### src/sv/mdt_pkg.sv
// ----------------------------------------------------------------------------
// mdt_pkg
// Shared types and constants of the multi-slot deadline timer.
// ----------------------------------------------------------------------------
package mdt_pkg;

   localparam int SLOT_COUNT_DEFAULT    = 16;
   localparam int INTERVAL_BITS_DEFAULT = 24;
   localparam int MAX_RESULTS           = 16;

   localparam int MODE_W     = 2;
   localparam int SLOT_ID_W  = 4;
   localparam int TIME_W     = 32;
   localparam int REPEAT_W   = 24;

   localparam logic [MODE_W-1:0] MODE_TICK  = 2'd0;
   localparam logic [MODE_W-1:0] MODE_START = 2'd1;
   localparam logic [MODE_W-1:0] MODE_STOP  = 2'd2;

   typedef struct packed {
      logic [MODE_W-1:0]    mode;
      logic [SLOT_ID_W-1:0] slot_id;
      logic [TIME_W-1:0]    time_value;
      logic                 is_absolute;
      logic                 is_repeating;
      logic [REPEAT_W-1:0]  repeat_interval;
   } req_type;

   typedef struct packed {
      logic [SLOT_ID_W-1:0] expired_slot;
      logic [TIME_W-1:0]    deadline_hit;
      logic                 last;
   } rsp_type;

   typedef enum logic [1:0] {
      ST_IDLE,
      ST_SCAN,
      ST_SETTLE,
      ST_DRAIN
   } state_type;

   typedef struct packed {
      logic insert;
      logic pop;
   } chain_ctl_type;

   typedef struct packed {
      logic write;
      logic arm;
      logic disarm;
   } store_ctl_type;

endpackage

### src/sv/mdt_cell.sv
// ----------------------------------------------------------------------------
// mdt_cell
// One cell of the sorted expiry chain. Holds one due slot keyed by its age;
// a larger age sorts toward the head. Inserts shift the tail right, pops
// shift everything left.
// ----------------------------------------------------------------------------
module mdt_cell #(
   parameter int PAYLOAD_W = 64
) (
   input  logic                  clock,
   input  logic                  reset,
   input  mdt_pkg::chain_ctl_type ctl,
   input  logic [31:0]           new_age,
   input  logic [PAYLOAD_W-1:0]  new_data,
   input  logic                  left_better,
   input  logic                  left_valid,
   input  logic [31:0]           left_age,
   input  logic [PAYLOAD_W-1:0]  left_data,
   input  logic                  right_valid,
   input  logic [31:0]           right_age,
   input  logic [PAYLOAD_W-1:0]  right_data,
   output logic                  better,
   output logic                  valid,
   output logic [31:0]           age,
   output logic [PAYLOAD_W-1:0]  data
);
   import mdt_pkg::*;

   logic                 valid_ff, valid_in;
   logic [31:0]          age_ff, age_in;
   logic [PAYLOAD_W-1:0] data_ff, data_in;

   // strict compare keeps equal ages in scan order (lower slot first)
   assign better = ctl.insert && (!valid_ff || (new_age > age_ff));

   always_comb begin
      valid_in = valid_ff;
      age_in   = age_ff;
      data_in  = data_ff;
      if (ctl.pop) begin
         valid_in = right_valid;
         age_in   = right_age;
         data_in  = right_data;
      end else if (better) begin
         if (left_better) begin
            valid_in = left_valid;
            age_in   = left_age;
            data_in  = left_data;
         end else begin
            valid_in = 1'b1;
            age_in   = new_age;
            data_in  = new_data;
         end
      end
   end

   always_ff @(posedge clock) begin
      if (reset) begin
         valid_ff <= 1'b0;
      end else begin
         valid_ff <= valid_in;
      end
      age_ff  <= age_in;
      data_ff <= data_in;
   end

   assign valid = valid_ff;
   assign age   = age_ff;
   assign data  = data_ff;
endmodule

### config.mk
export PLATFORM = sky130hd
export DESIGN_NAME = mdt_cell
export DESIGN_NICKNAME = d
export VERILOG_FILES = /design/src/sv/mdt_pkg.sv /design/src/sv/mdt_cell.sv
export SDC_FILE = /design/constraint.sdc
export NUM_CORES = 1
export LEC_CHECK = 0
export ABC_AREA = 1
export BUFFER_PORTS_ARGS = -buffer_cell sky130_fd_sc_hd__buf_2
export CORE_AREA = 10 10 146 148
export DETAILED_ROUTE_END_ITERATION = 8
export DIE_AREA = 0 0 156 158
export PLACE_DENSITY = 0.72
export SKIP_LAST_GASP = 1
export SYNTH_ARGS = -nofsm -noshare
export SYNTH_HDL_FRONTEND = slang
export SYNTH_SLANG_ARGS = --single-unit
### constraint.sdc
create_clock -name clock -period 2.75 [get_ports clock]
set_input_delay 0.1375 -clock clock [delete_from_list [all_inputs] [get_ports clock]]
set_output_delay 0.1375 -clock clock [all_outputs]
set_load 0.005 [all_outputs]
# Yosys cells after proc, flatten, opt, wreduce, memory -nomap -nowiden
# Cells that the tools add are included.
# word_totals
ff_bits	97
inputBits	295
output_inout_bits	98
wordCells	17
# classes
magnitude_cmp	1
muxes	9
reduce_logical	4
# ops
op	count
$mux W64	3
$mux W32	3
$gt A32 B32 Y1	1
$mux W1	3
$reduce_bool A2 Y1	1
$logic_and A1 B1 Y1	1
$logic_not A1 Y1	1
$logic_or A1 B1 Y1	1

# Depth between registers and ports, before layout
# depth
word_depth	5
ltp_mapped	18
mapped_depth_nobuf	18

# Worst setup path before layout
# OpenSTA, ideal clock, no wires.
# synth_timing
kind	reg2reg
start	register age_ff[31] (netlist: age[31])
end	register age_ff[0] (netlist: age[0]) (enable)
setup_ps	414
t_arrival_ps	2469
required_ps	2336
slack_ps	-133
stages_incl_launch_ff	13
n_path_buf	0
synth_period_minus_slack_ps	2883
cell_sequence	edfxtp_1 inv_1 ha_1 nand2_1 nor2_1 nand2_1 nor2_1 nand2_1 nand2_1 nand2_1 nand2_1 nand2_2 nand2_2
# synth_via
elab_chain_len	4
# synth_rtl
item	line_no	text
start: declaration	mdt_cell.sv:30	logic [31:0] age_ff, age_in;
start signal: assignment	mdt_cell.sv:63	age_ff <= age_in;
$gt A32 B32 Y1	mdt_cell.sv:34	assign better = ctl.insert && (!valid_ff || (new_age > age_ff));
$logic_or A1 B1 Y1	mdt_cell.sv:34	
$logic_and A1 B1 Y1	mdt_cell.sv:34	
$reduce_bool A2 Y1 (no source line)	n/a	
# No other way between the ends.
# A chain may end at the register's enable or synchronous reset.

# Worst setup path after layout
# layout_timing
start	register age_ff[31] (netlist: age[31])
end	register data_ff[45] (netlist: data[45]) (enable)
# layout_via
elab_chain_len	4
# layout_rtl
item	line_no	text
$gt A32 B32 Y1	mdt_cell.sv:34	
$logic_or A1 B1 Y1	mdt_cell.sv:34	
$logic_and A1 B1 Y1	mdt_cell.sv:34	
$reduce_bool A2 Y1 (no source line)	n/a	
end signal: assignment	mdt_cell.sv:64	data_ff <= data_in;
end: declaration	mdt_cell.sv:31	logic [PAYLOAD_W-1:0] data_ff, data_in;
# No other way between the ends.

==> flow_metrics.py <==
metrics = {
    "sta": {
        "hold-worst-slack_ns": 0.05734,
        "tightest_slew_ns": 0.5847,
        "grt_setup_unrepaired": "false",
        "finalCritPeriodShare_pct": 81.90,
        "setup_tns_ns": 0,
        "finalHoldViolations": 0,
        "period_minus_slack_ns": 2.252,
        "maxSlewViolCount": 0,
        "fmax_mhz": 444.0,
        "slew_headroom_pct": 61.02,
        "fin_skew_ns": 0.01138,
        "finalSetupViolCount": 0,
    },
    "min_path": {
        "hp-class": "input port to flip-flop",
        "min_from": "reset",
    },
    "synthesis": {
        "avgSynthCellArea_sq_um": 8.411,
        "synth-seq-cells": 97,
        "netlist_top_cells_area": "edfxtp_1 50%, a21oi_1 18%, nand2_1 8.9%",
        "synth_cell_types": 24,
        "ys.warnings.count": 0,
        "synth_edf_count": 96,
        "synth_top_area_share_pct": 50.40,
        "synth_area_leader_cell": "edfxtp_1",
        "synth_area_sq_um": 5719,
        "synth_flop_cell": "edfxtp_1",
        "async_flop_share_pct": 0,
        "ys_seq_area_share_pct": 50.75,
        "syn_inst": 680,
        "synth_nets": 1007,
    },
    "setup_path": {
        "critPathTopFamily": "simple AND/OR/NAND/NOR gates",
        "cp_slowest_stage_delay_ns": 0.35,
        "crit_top_cell": "nand2_1",
        "worstSetupStartpoint": "age[31]",
        "worstSetupPathType": "flip-flop to flip-flop",
        "worst_path_max_delay_cell": "edfxtp_1",
        "cp.required_ns": 2.75,
        "path_max_fanout": 57,
        "arrival_ns": 2.25,
        "path_cells": "inv_1, ha_1, nand2_1, nor2_1, nand2_1, nor2_1, nand2_1, nand2_1, nand2_1, nand2_1, nand2_2, nand2_4, buf_12",
        "critical_path.endpoint_type": "flip-flop",
        "worstReg2RegStart": "age[31]",
        "cp-start-kind": "flip-flop",
        "critPathBufInv": 2,
    },
    "clock_tree": {
        "cts_made_buffers": 9,
        "ctsHoldBuffers": 0,
        "htree_levels": 3,
        "cts.path.max_buffers": 2,
        "cts_resized": 0,
        "cts_tree": "done",
        "cts.sinks": 97,
        "clock-root-buffer": "clkbuf_16",
        "path_clk_slew_ns": 0.06,
        "clock_latency_ns": 0.34,
        "post-cts-setup-buffers": 0,
    },
    "drt": {
        "via_per_inst": 4.775,
        "drt_iter0_drc": 402,
        "drtAntennaViolNets": 0,
        "drc_errors": 0,
        "drt-total-wl_mm": 23.98,
        "wl_per_cell_microns": 18.56,
        "drtPass1Iterations": 5,
        "vias": 6169,
    },
    "pwr": {
        "fin_total_pwr_uw": 4060,
        "leakagePower_uw": 0.004045,
        "combPwrFrac_pct": 23.2,
        "p_clk_share_pct": 31.1,
        "internal_power_uw": 2936,
        "p_per_area_nw_per_um2": 496.4,
        "ir_drop_v": 0.0003434,
        "seq_power_share_pct": 45.8,
        "p_sw_uw": 1123,
        "swShare_pct": 27.67,
    },
    "floorplan": {
        "die_area_sq_um": 24650,
        "core_sq_um": 18460,
        "pin_count": 393,
        "dieWidth_microns": 156,
        "num_rows": 50,
        "initial_core_util_pct": 30.99,
        "dieHeight_microns": 158,
    },
    "run_status": {
        "status": "complete, no violations",
    },
    "layout": {
        "fin_nets": 1376,
        "fin_cells": 1292,
        "syn_to_final_growth_pct": 43.01,
        "layout-drive-gt1-share_pct": 39.94,
    },
    "grt": {
        "overflow": 0,
        "antenna_found_initial": 9,
        "grt_pass1_vias": 6369,
        "grt_pass1_wl_mm": 35.22,
        "grt_use_total_pct": 18.29,
        "grt_max_degree": 98,
    },
    "run": {
        "max_cap_viol_count": 0,
    },
    "place": {
        "portBuffers": 392,
        "placedCellCount": 1272,
        "place_hpwl_mm": 19.16,
        "gp_congestion": 0.8694,
    },
}
[final timing paths]
check             depth (start not counted)  endpoint  slack (ns)
hold reg to reg                           2     valid        0.62
setup / recovery                         13  data[45]        0.50
hold / removal                            4     valid        0.06
setup reg to reg                         13  data[45]        0.50
[state kept, by name (all words and copies together), names as in the netlist]
register,flops
data,64
age,32
valid,1
[cells in the mapped netlist, types with 3 or more instances]
library cell and n:
nor2_1 110, clkbuf_1 21, buf_2 15, ha_1 32
inv_1 40, buf_1 4, a21oi_1 204, edfxtp_1 96
inv_2 3, nand2_1 136
[kinds of logic after synthesis]
kind of cell,share of synthesized area (%)
compound gates,18.86
fa+ha+maj,7.001
flops,50.75
simple gates,16.76
buf+inv,6.629
[area by class of cell]
cell class / count / area [sq um]
Fill cell: 1856 / 10280
Sequential cell: 97 / 2903
Multi-Input combinational cell: 496 / 2442
Timing Repair Buffer: 400 / 2064
Tap cell: 234 / 292.8
Clock buffer: 11 / 232.7
Inverter: 45 / 177.7
Clock inverter: 5 / 56.30
Antenna cell: 4 / 10.01
[power groups by stage]
| stage | clock, uW | combinational, uW | sequential (uW) |
|---|---|---|---|
| 6_report | 1260 | 941 | 1860 |
| 5_1_grt | 1370 | 1060 | 1870 |
| 4_1_cts | 1310 | 957 | 1860 |
| 3_5_place_dp | 0 | 953 | 1890 |
| 3_3_place_gp | 0 | 940 | 1880 |
| 2_1_floorplan | 0 | 407 | 1910 |
[worst min-delay path: cells and delay by family]
| family | cells | cell delay [ns] |
|---|---|---|
| AOI/OAI and AO/OA | 2 | 0.10 |
| buffers and inverters | 2 | 0.10 |
[cells in the final DEF (no fill, tap or decap), drive strengths merged]
cell / instances
bufinv: 1
a21oi: 206
nand2: 138
nand4: 2
o21a: 1
clkinv: 3
edfxtp: 96
nor2: 110
clkinvlp: 3
diode: 4
o21ai: 2
buf: 400
o31ai: 1
inv: 43
a21o: 2
nand3: 2
dfxtp: 1
ha: 32
clkbuf: 11
[routing by layer]
metal | global-route usage [%] | vias up | share of wire [%]
met1 | 20.06 | 2747 | 37
met5 | 0 | - | 0.29
met4 | 5.171 | 10 | 1.8
met2 | 31.30 | 321 | 49
met3 | 8.277 | 37 | 11
li1 | - | 3054 | -
[stage by stage]
step                      utilization, %  area [sq um]  setup slack (ns)
after floorplan                        -          5724            0.3711
after global placement             42.70          7880            0.5431
after detailed placement           42.70          7880            0.4770
after CTS                          44.26          8169            0.4664
after global routing               44.29          8174            0.2911
final                              44.32          8179            0.4978
Note: power is estimated with default switching activity, not from simulation.
