`config.mk`:
```
export PLATFORM = sky130hd
export DESIGN_NAME = mdt_slot_store
export DESIGN_NICKNAME = d
export VERILOG_FILES = /design/src/sv/mdt_pkg.sv /design/src/sv/mdt_slot_store.sv
export SDC_FILE = /design/constraint.sdc
export NUM_CORES = 1
export LEC_CHECK = 0
export BUFFER_PORTS_ARGS = -buffer_cell sky130_fd_sc_hd__buf_4
export CORE_MARGIN = 1
export CORE_UTILIZATION = 60
export DETAILED_ROUTE_END_ITERATION = 8
export GPL_ROUTABILITY_DRIVEN = 0
export HOLD_SLACK_MARGIN = 0.03
export PLACE_DENSITY = 0.78
export SYNTH_ARGS = -nofsm -noshare
export SYNTH_HDL_FRONTEND = slang
export SYNTH_SLANG_ARGS = --single-unit
```
`constraint.sdc`:
```
create_clock -name clock -period 3.53 [get_ports clock]
set_input_delay 0.1765 -clock clock [delete_from_list [all_inputs] [get_ports clock]]
set_output_delay 0.1765 -clock clock [all_outputs]
set_load 0.01 [all_outputs]
```
`src/sv/mdt_pkg.sv`:
```
// ----------------------------------------------------------------------------
// mdt_pkg
// Shared types and constants of the multi-slot deadline timer.
// ----------------------------------------------------------------------------
package mdt_pkg;

   localparam int SLOT_COUNT_DEFAULT    = 16;
   localparam int INTERVAL_BITS_DEFAULT = 24;
   localparam int MAX_RESULTS           = 16;

   localparam int MODE_W     = 2;
   localparam int SLOT_ID_W  = 4;
   localparam int TIME_W     = 32;
   localparam int REPEAT_W   = 24;

   localparam logic [MODE_W-1:0] MODE_TICK  = 2'd0;
   localparam logic [MODE_W-1:0] MODE_START = 2'd1;
   localparam logic [MODE_W-1:0] MODE_STOP  = 2'd2;

   typedef struct packed {
      logic [MODE_W-1:0]    mode;
      logic [SLOT_ID_W-1:0] slot_id;
      logic [TIME_W-1:0]    time_value;
      logic                 is_absolute;
      logic                 is_repeating;
      logic [REPEAT_W-1:0]  repeat_interval;
   } req_type;

   typedef struct packed {
      logic [SLOT_ID_W-1:0] expired_slot;
      logic [TIME_W-1:0]    deadline_hit;
      logic                 last;
   } rsp_type;

   typedef enum logic [1:0] {
      ST_IDLE,
      ST_SCAN,
      ST_SETTLE,
      ST_DRAIN
   } state_type;

   typedef struct packed {
      logic insert;
      logic pop;
   } chain_ctl_type;

   typedef struct packed {
      logic write;
      logic arm;
      logic disarm;
   } store_ctl_type;

endpackage

```
`src/sv/mdt_slot_store.sv`:
```
// ----------------------------------------------------------------------------
// mdt_slot_store
// Per-slot settings: deadline and interval memories with registered read,
// armed and repeat flags in flops.
// ----------------------------------------------------------------------------
module mdt_slot_store #(
   parameter int SLOT_COUNT    = 16,
   parameter int INTERVAL_BITS = 24,
   localparam int IDX_W        = (SLOT_COUNT > 1) ? $clog2(SLOT_COUNT) : 1
) (
   input  logic                      clock,
   input  logic                      reset,
   input  mdt_pkg::store_ctl_type    ctl,
   input  logic [IDX_W-1:0]          wr_addr,
   input  logic [31:0]               wr_deadline,
   input  logic [INTERVAL_BITS-1:0]  wr_interval,
   input  logic                      wr_repeats,
   input  logic [IDX_W-1:0]          rd_addr,
   output logic [31:0]               rd_deadline,
   output logic [INTERVAL_BITS-1:0]  rd_interval,
   output logic                      rd_armed,
   output logic                      rd_repeats,
   output logic                      any_armed
);
   import mdt_pkg::*;

   logic [31:0]              deadline_mem [SLOT_COUNT];
   logic [INTERVAL_BITS-1:0] interval_mem [SLOT_COUNT];
   logic [SLOT_COUNT-1:0]    armed_ff;
   logic [SLOT_COUNT-1:0]    repeats_ff;
   logic [31:0]              rd_deadline_ff;
   logic [INTERVAL_BITS-1:0] rd_interval_ff;
   logic                     rd_armed_ff;
   logic                     rd_repeats_ff;

   always_ff @(posedge clock) begin
      if (ctl.write) begin
         deadline_mem[wr_addr] <= wr_deadline;
         interval_mem[wr_addr] <= wr_interval;
      end
      rd_deadline_ff <= deadline_mem[rd_addr];
      rd_interval_ff <= interval_mem[rd_addr];
   end

   always_ff @(posedge clock) begin
      if (reset) begin
         armed_ff    <= '0;
         repeats_ff  <= '0;
         rd_armed_ff <= 1'b0;
      end else begin
         if (ctl.write) begin
            repeats_ff[wr_addr] <= wr_repeats;
         end
         if (ctl.arm) begin
            armed_ff[wr_addr] <= 1'b1;
         end else if (ctl.disarm) begin
            armed_ff[wr_addr] <= 1'b0;
         end
         rd_armed_ff <= armed_ff[rd_addr];
      end
      rd_repeats_ff <= repeats_ff[rd_addr];
   end

   assign rd_deadline = rd_deadline_ff;
   assign rd_interval = rd_interval_ff;
   assign rd_armed    = rd_armed_ff;
   assign rd_repeats  = rd_repeats_ff;
   assign any_armed   = |armed_ff;
endmodule
```
* Word-level counts from Yosys, hierarchy flattened
Memories as Yosys holds them, arrays and structs flattened. A register that Yosys moved wholly into a read port is not among the register bits.
Cells that the tools add are included.
** Storage, ports and cells
- Register bits :: 34
- Bits in latches :: 0
- Memory bits (writable) :: 896
- Memory bits (read-only) :: 0
- Bits of input ports :: 70
- Output and inout bits :: 59
- Word-level logic and storage cells :: 26
- Memories :: 2
** Memories
- deadline_mem :: depth 16, bits a word 32, read ports 1, clocked after Yosys merged registers in 1, wr ports 1, line mdt_slot_store.sv:27 : logic [31:0] deadline_mem [SLOT_COUNT];
- interval_mem :: depth 16, bits a word 24, read ports 1, clocked after Yosys merged registers in 1, wr ports 1, line mdt_slot_store.sv:28 : logic [INTERVAL_BITS-1:0] interval_mem [SLOT_COUNT];
** Operators by class
- $add $sub $neg :: 0
- Multipliers :: 0
- Div/mod/pow operators :: 0
- Magnitude comparators :: 3
- Eq/ne operators :: 0
- Shift operators :: 0
- Multiplexer cells :: 11
- Bitwise gates (word level) :: 3
- Reduce and logical (&&, ||, !) cells :: 3
** Operators with widths (number)
- 2-to-1 mux 16 bit :: 2
- bitwise AND 16 bit :: 1
- bitwise mux 16 bit :: 1
- NOT 16 bit :: 1
- OR 16 bit :: 1
- OR reduction 16 bit :: 1
- less-than comparator 4 x 5 -> 1 bit (second input constant) :: 2
- binary-select mux 1 bit (select 4 bit) :: 2
- 2-to-1 mux 1 bit :: 5
- demux 1 bit (select 4 bit) :: 1
- greater-or-equal comparator 4 x 1 -> 1 bit (second input constant) :: 1
- nonzero test 2 bit :: 1
- logical AND 1 bit :: 1

* Depth between registers and ports, before layout
- Word-level depth :: 8
- Mapped depth :: 7
- Depth with buffers taken out :: 4

* Least setup slack after synthesis
OpenSTA, ideal clock, no wires.
- Path type :: input port to flip-flop
- From :: input wr_addr[2]
- To :: register repeats_ff[5]
- Setup time :: 0.128 ns
- Arrival time :: 2.568 ns
- Required time :: 3.402 ns
- Setup slack :: 0.835 ns
- Cell stages on the path :: 5
- Path buffers :: 1
- Path through :: clkbuf_1 -> nor4bb_1 -> and2_1 -> mux2i_1 -> nor2_1
** Between the ends
- Word-level cells in the longest chain between the ends :: 5
- Elaborated cells on any way between the ends :: 6
- Classes of those cells :: order compare (2); mux (3); reduce/logical (1)
** RTL lines
- from (decl) :: line mdt_slot_store.sv:14 : input logic [IDX_W-1:0] wr_addr,
- less-than comparator 4 x 5 -> 1 bit (implied by the code) or greater-or-equal comparator 4 x 1 -> 1 bit (tied branches) :: line mdt_slot_store.sv:52 : repeats_ff[wr_addr] <= wr_repeats;
- logical AND 1 bit (implied by the code) :: line mdt_slot_store.sv:52
- 2-to-1 mux 1 bit (implied by the code) :: line mdt_slot_store.sv:52
- demux 1 bit (select 4 bit) (*) :: line mdt_slot_store.sv:52
- bitwise mux 16 bit (*) :: line mdt_slot_store.sv:52
- to (signal, indexed assignment) :: line mdt_slot_store.sv:52
- to (decl) :: line mdt_slot_store.sv:30 : logic [SLOT_COUNT-1:0] repeats_ff;
Mark *: on every way between the ends. The rest lies on a longest branch, timed or not.
A chain may end at the register's enable or synchronous reset.

* Worst setup path in the final report
- From :: input rd_addr[0]
- To :: register rd_armed_ff, in the netlist rd_armed
** Between the ends
- Word-level cells in the longest chain between the ends :: 2
** RTL lines
- from (decl) :: line mdt_slot_store.sv:18 : input logic [IDX_W-1:0] rd_addr,
- binary-select mux 1 bit (select 4 bit) :: line mdt_slot_store.sv:59 : rd_armed_ff <= armed_ff[rd_addr];
- 2-to-1 mux 1 bit (implied by the code) :: line mdt_slot_store.sv:59
- to (signal assigned) :: line mdt_slot_store.sv:59
- to (decl) :: line mdt_slot_store.sv:33 : logic rd_armed_ff;
Every way passes these cells. The select of a mux whose other input is x is not followed.

==> impl_metrics.ini <==
[route]
vias_per_cell = 6.63
firstDrtPassIters = 5
routed_wl_um = 79700
via_count = 17558
drc = 0
drt_iter0_markers = 1876
drt-wirelength-per-cell_um = 30.1
ant_nets = 0

[clocking]
cts_tree = done
cts_resized = 0
cts_buffers = 92
cts_hold_buf = 69
cts-root-buf = clkbuf_16
post_cts_buffers = 0
cts.htree.levels = 3
clk_pin_slew_worst_paths_ns = 0.06
cts.sinks = 986
cts_buffer_depth = 3
worstSkewPairLatency_ns = 0.63

[floorplan]
io_pins = 129
die_h_um = 248
core_um2 = 59400
die_x_um = 248
die-area_um2 = 61400
initial_core_util_pct = 61.1
rows = 89

[place]
dp_hpwl_um = 39700
port-buffer-count = 128

[timing]
worst_slew_pin_slew_ns = 0.855
layout_min_cycle_time_ns = 2.43
max_freq_mhz = 412
setup-tns-final_ns = 0
maxSlewHeadroom_pct = 42.9
post-route-period-util_pct = 68.8
hold_violations = 0
whs_ns = 0.162
worst_clock_skew_ns = 0.0132
rsz0062_at_grt = no
finalSetupViolCount = 0
slew_violations = 0

[pwr]
leakage_nw = 13.7
p_per_area_nw_per_um2 = 575
ir_drop_uv = 373

[yosys]
synth_area_leaders = edfxtp_1 (74%), mux4_2 (14%), dfxtp_1 (5.0%)
yosysWarnings = 0
yosys.area_share.simple_pct = 1.37
synthDistinctLibCells = 30
syn-cell-area_um2 = 36300
synth-xor-area-share_pct = 0
seq_area_frac_synth_pct = 79.2
synth_ff_type = edfxtp_1
syn_inst = 1554
synth_top_cell_area_share_pct = 74.2
synthesis.nets = 1624
synthArstFlopShare_pct = 0
synth_edf_count = 896
synthMuxAreaShare_pct = 14.8
avgSynthCellArea_um2 = 23.3
synth_compound_area_share_pct = 3.36
yosys.area.top_type = edfxtp_1
synthAdderAreaFrac_pct = 0
synth-seq-cells = 986
synth_top_family_by_area = multiplexers

[hold_path]
min_from = ctl[2]
min_path_cells = 2
min_to = interval_mem[12][20]
holdCritPathClass = primary input to flop

[setup_path]
cp-end-kind = flop
reg2reg_to = rd_armed
arrival_ns = 2.94
critPathBufInv = 4
cp_top_family = buffers and inverters
slowest_delay_ns = 0.59
start_kind = primary input
critPathRequiredTime_ns = 4.04
crit_cells = 7
crit_chain = buf_8 > buf_12 > mux4_2 > o2111ai_1 > dlygate4sd3_1 > a21oi_1 > dlygate4sd3_1
cpMostUsedCell = dlygate4sd3_1
crit_type = primary input to flop
r2r_cells = 5
rrSetupSlack_ns = 1.20
setup.worst_path.start = rd_addr[0]
path_max_fanout = 42
cpMaxStageDelayCell = dlygate4sd3_1

[layout]
drive_above_1_share_pct = 29.5
syn_to_final_growth_pct = 16.0
multi_input_area_um2 = 7160
register_area_um2 = 28700
nets = 1867
nFillCells = 3287

[grt]
busiest_layer = met2
grt_pass1_wl_um = 116000
overflow = 0
met2_usage_pct = 42.8
grt_pass1_vias = 17941
grt_util_met3_pct = 4.46
grt_max_degree = 69
grtUsageTotal_pct = 26.8
antenna_found_initial = 2
grt_util_met1_pct = 38.0

[run]
max_cap_violations = 0

[status]
outcome = completed
stage by stage:
stage               cells  instance area, µm²  setup WS [ns]  power (mW)  utilization [%]
global route         2646               42100          0.966        24.8             70.9
global placement     2407               38400           1.22        14.6             64.7
CTS                  2646               42100           1.17        24.3             70.9
floorplan            1554               36300          0.835        14.0                -
detailed placement   2407               38400           1.20        14.6             64.7
finish               2648               42100           1.10        24.2             70.9
cell usage in the layout, fill, tap and decap left out, drive strengths merged, types with 2 or more instances in the layout:
| master | n |
|---|---|
| a221o | 57 |
| a22o | 57 |
| a22oi | 16 |
| and2 | 17 |
| and4b | 4 |
| buf | 171 |
| bufinv | 7 |
| clkbuf | 128 |
| clkinv | 33 |
| dfxtp | 90 |
| diode | 2 |
| dlygate4sd3 | 69 |
| edfxtp | 896 |
| inv | 2 |
| mux2i | 19 |
| mux4 | 230 |
| nand2 | 17 |
| nand3 | 2 |
| nor2 | 34 |
| nor4 | 5 |
| nor4b | 4 |
| nor4bb | 5 |
how the worst max path moves through the flow:
stage | endpoint | slack [ns]
3_3_place_gp | rd_deadline[7] | 1.22
4_1_cts | rd_armed | 1.17
3_5_place_dp | rd_deadline[7] | 1.20
2_1_floorplan | repeats_ff[5] | 0.83
5_1_grt | rd_armed | 0.97
6_report | rd_armed | 1.10
area by class of cell:
| type | count | share of cell area, % |
|---|---|---|
| Antenna cell | 2 | 0.0119 |
| Clock buffer | 128 | 6.16 |
| Clock inverter | 42 | 0.883 |
| Inverter | 1 | 0.00892 |
| Multi-Input combinational cell | 476 | 17.0 |
| Sequential cell | 986 | 68.3 |
| Tap cell | 773 | 2.30 |
| Timing Repair Buffer | 240 | 5.35 |
synth_stat cells, drive strengths merged, types with 2 or more instances:
cell and instances:
and4b 4, nor4bb 5, mux2i 19, edfxtp 896, a221o 57, a22o 57, nor4 5, a22oi 16
nor4b 4, mux4 230, nand3 2, nand2 17, and2 17, clkbuf 52, nor2 34, buf 39
dfxtp 90
cell families after synthesis:
family / count (synthesis)
buffers and inverters: 92
and+or+nand+nor: 92
DFF: 986
AOI/OAI and AO/OA: 134
muxes: 250
power by group:
part	internal (mW)	switching [mW]	total (mW)	leakage, nW
logic	0.628	0.697	1.33	3.37
clock network	5.63	4.10	9.72	1.46
registers	13.0	0.111	13.1	8.84
total	19.3	4.91	24.2	13.7
registers in the layout (all words and copies together), names as in the netlist, named ones only:
register	cells
deadline_mem	512
interval_mem	384
rd_armed	1
rd_deadline	32
rd_interval	24
rd_repeats	1
repeats_ff	16
per-layer routing:
layer / vias up / wire, µm
met4: 2 / 2240
met3: 168 / 7060
met1: 9208 / 30700
li1: 7163 / -
met5: - / 17
met2: 1017 / 39600
worst register-to-register path: cells and delay by family (launching register included):
family / cells / cell delay (ns)
mux: 1 / 0.47
compound gates: 2 / 0.25
flops: 1 / 0.33
buf+inv: 2 / 1.16
Note: power is estimated with default switching activity, not from simulation.
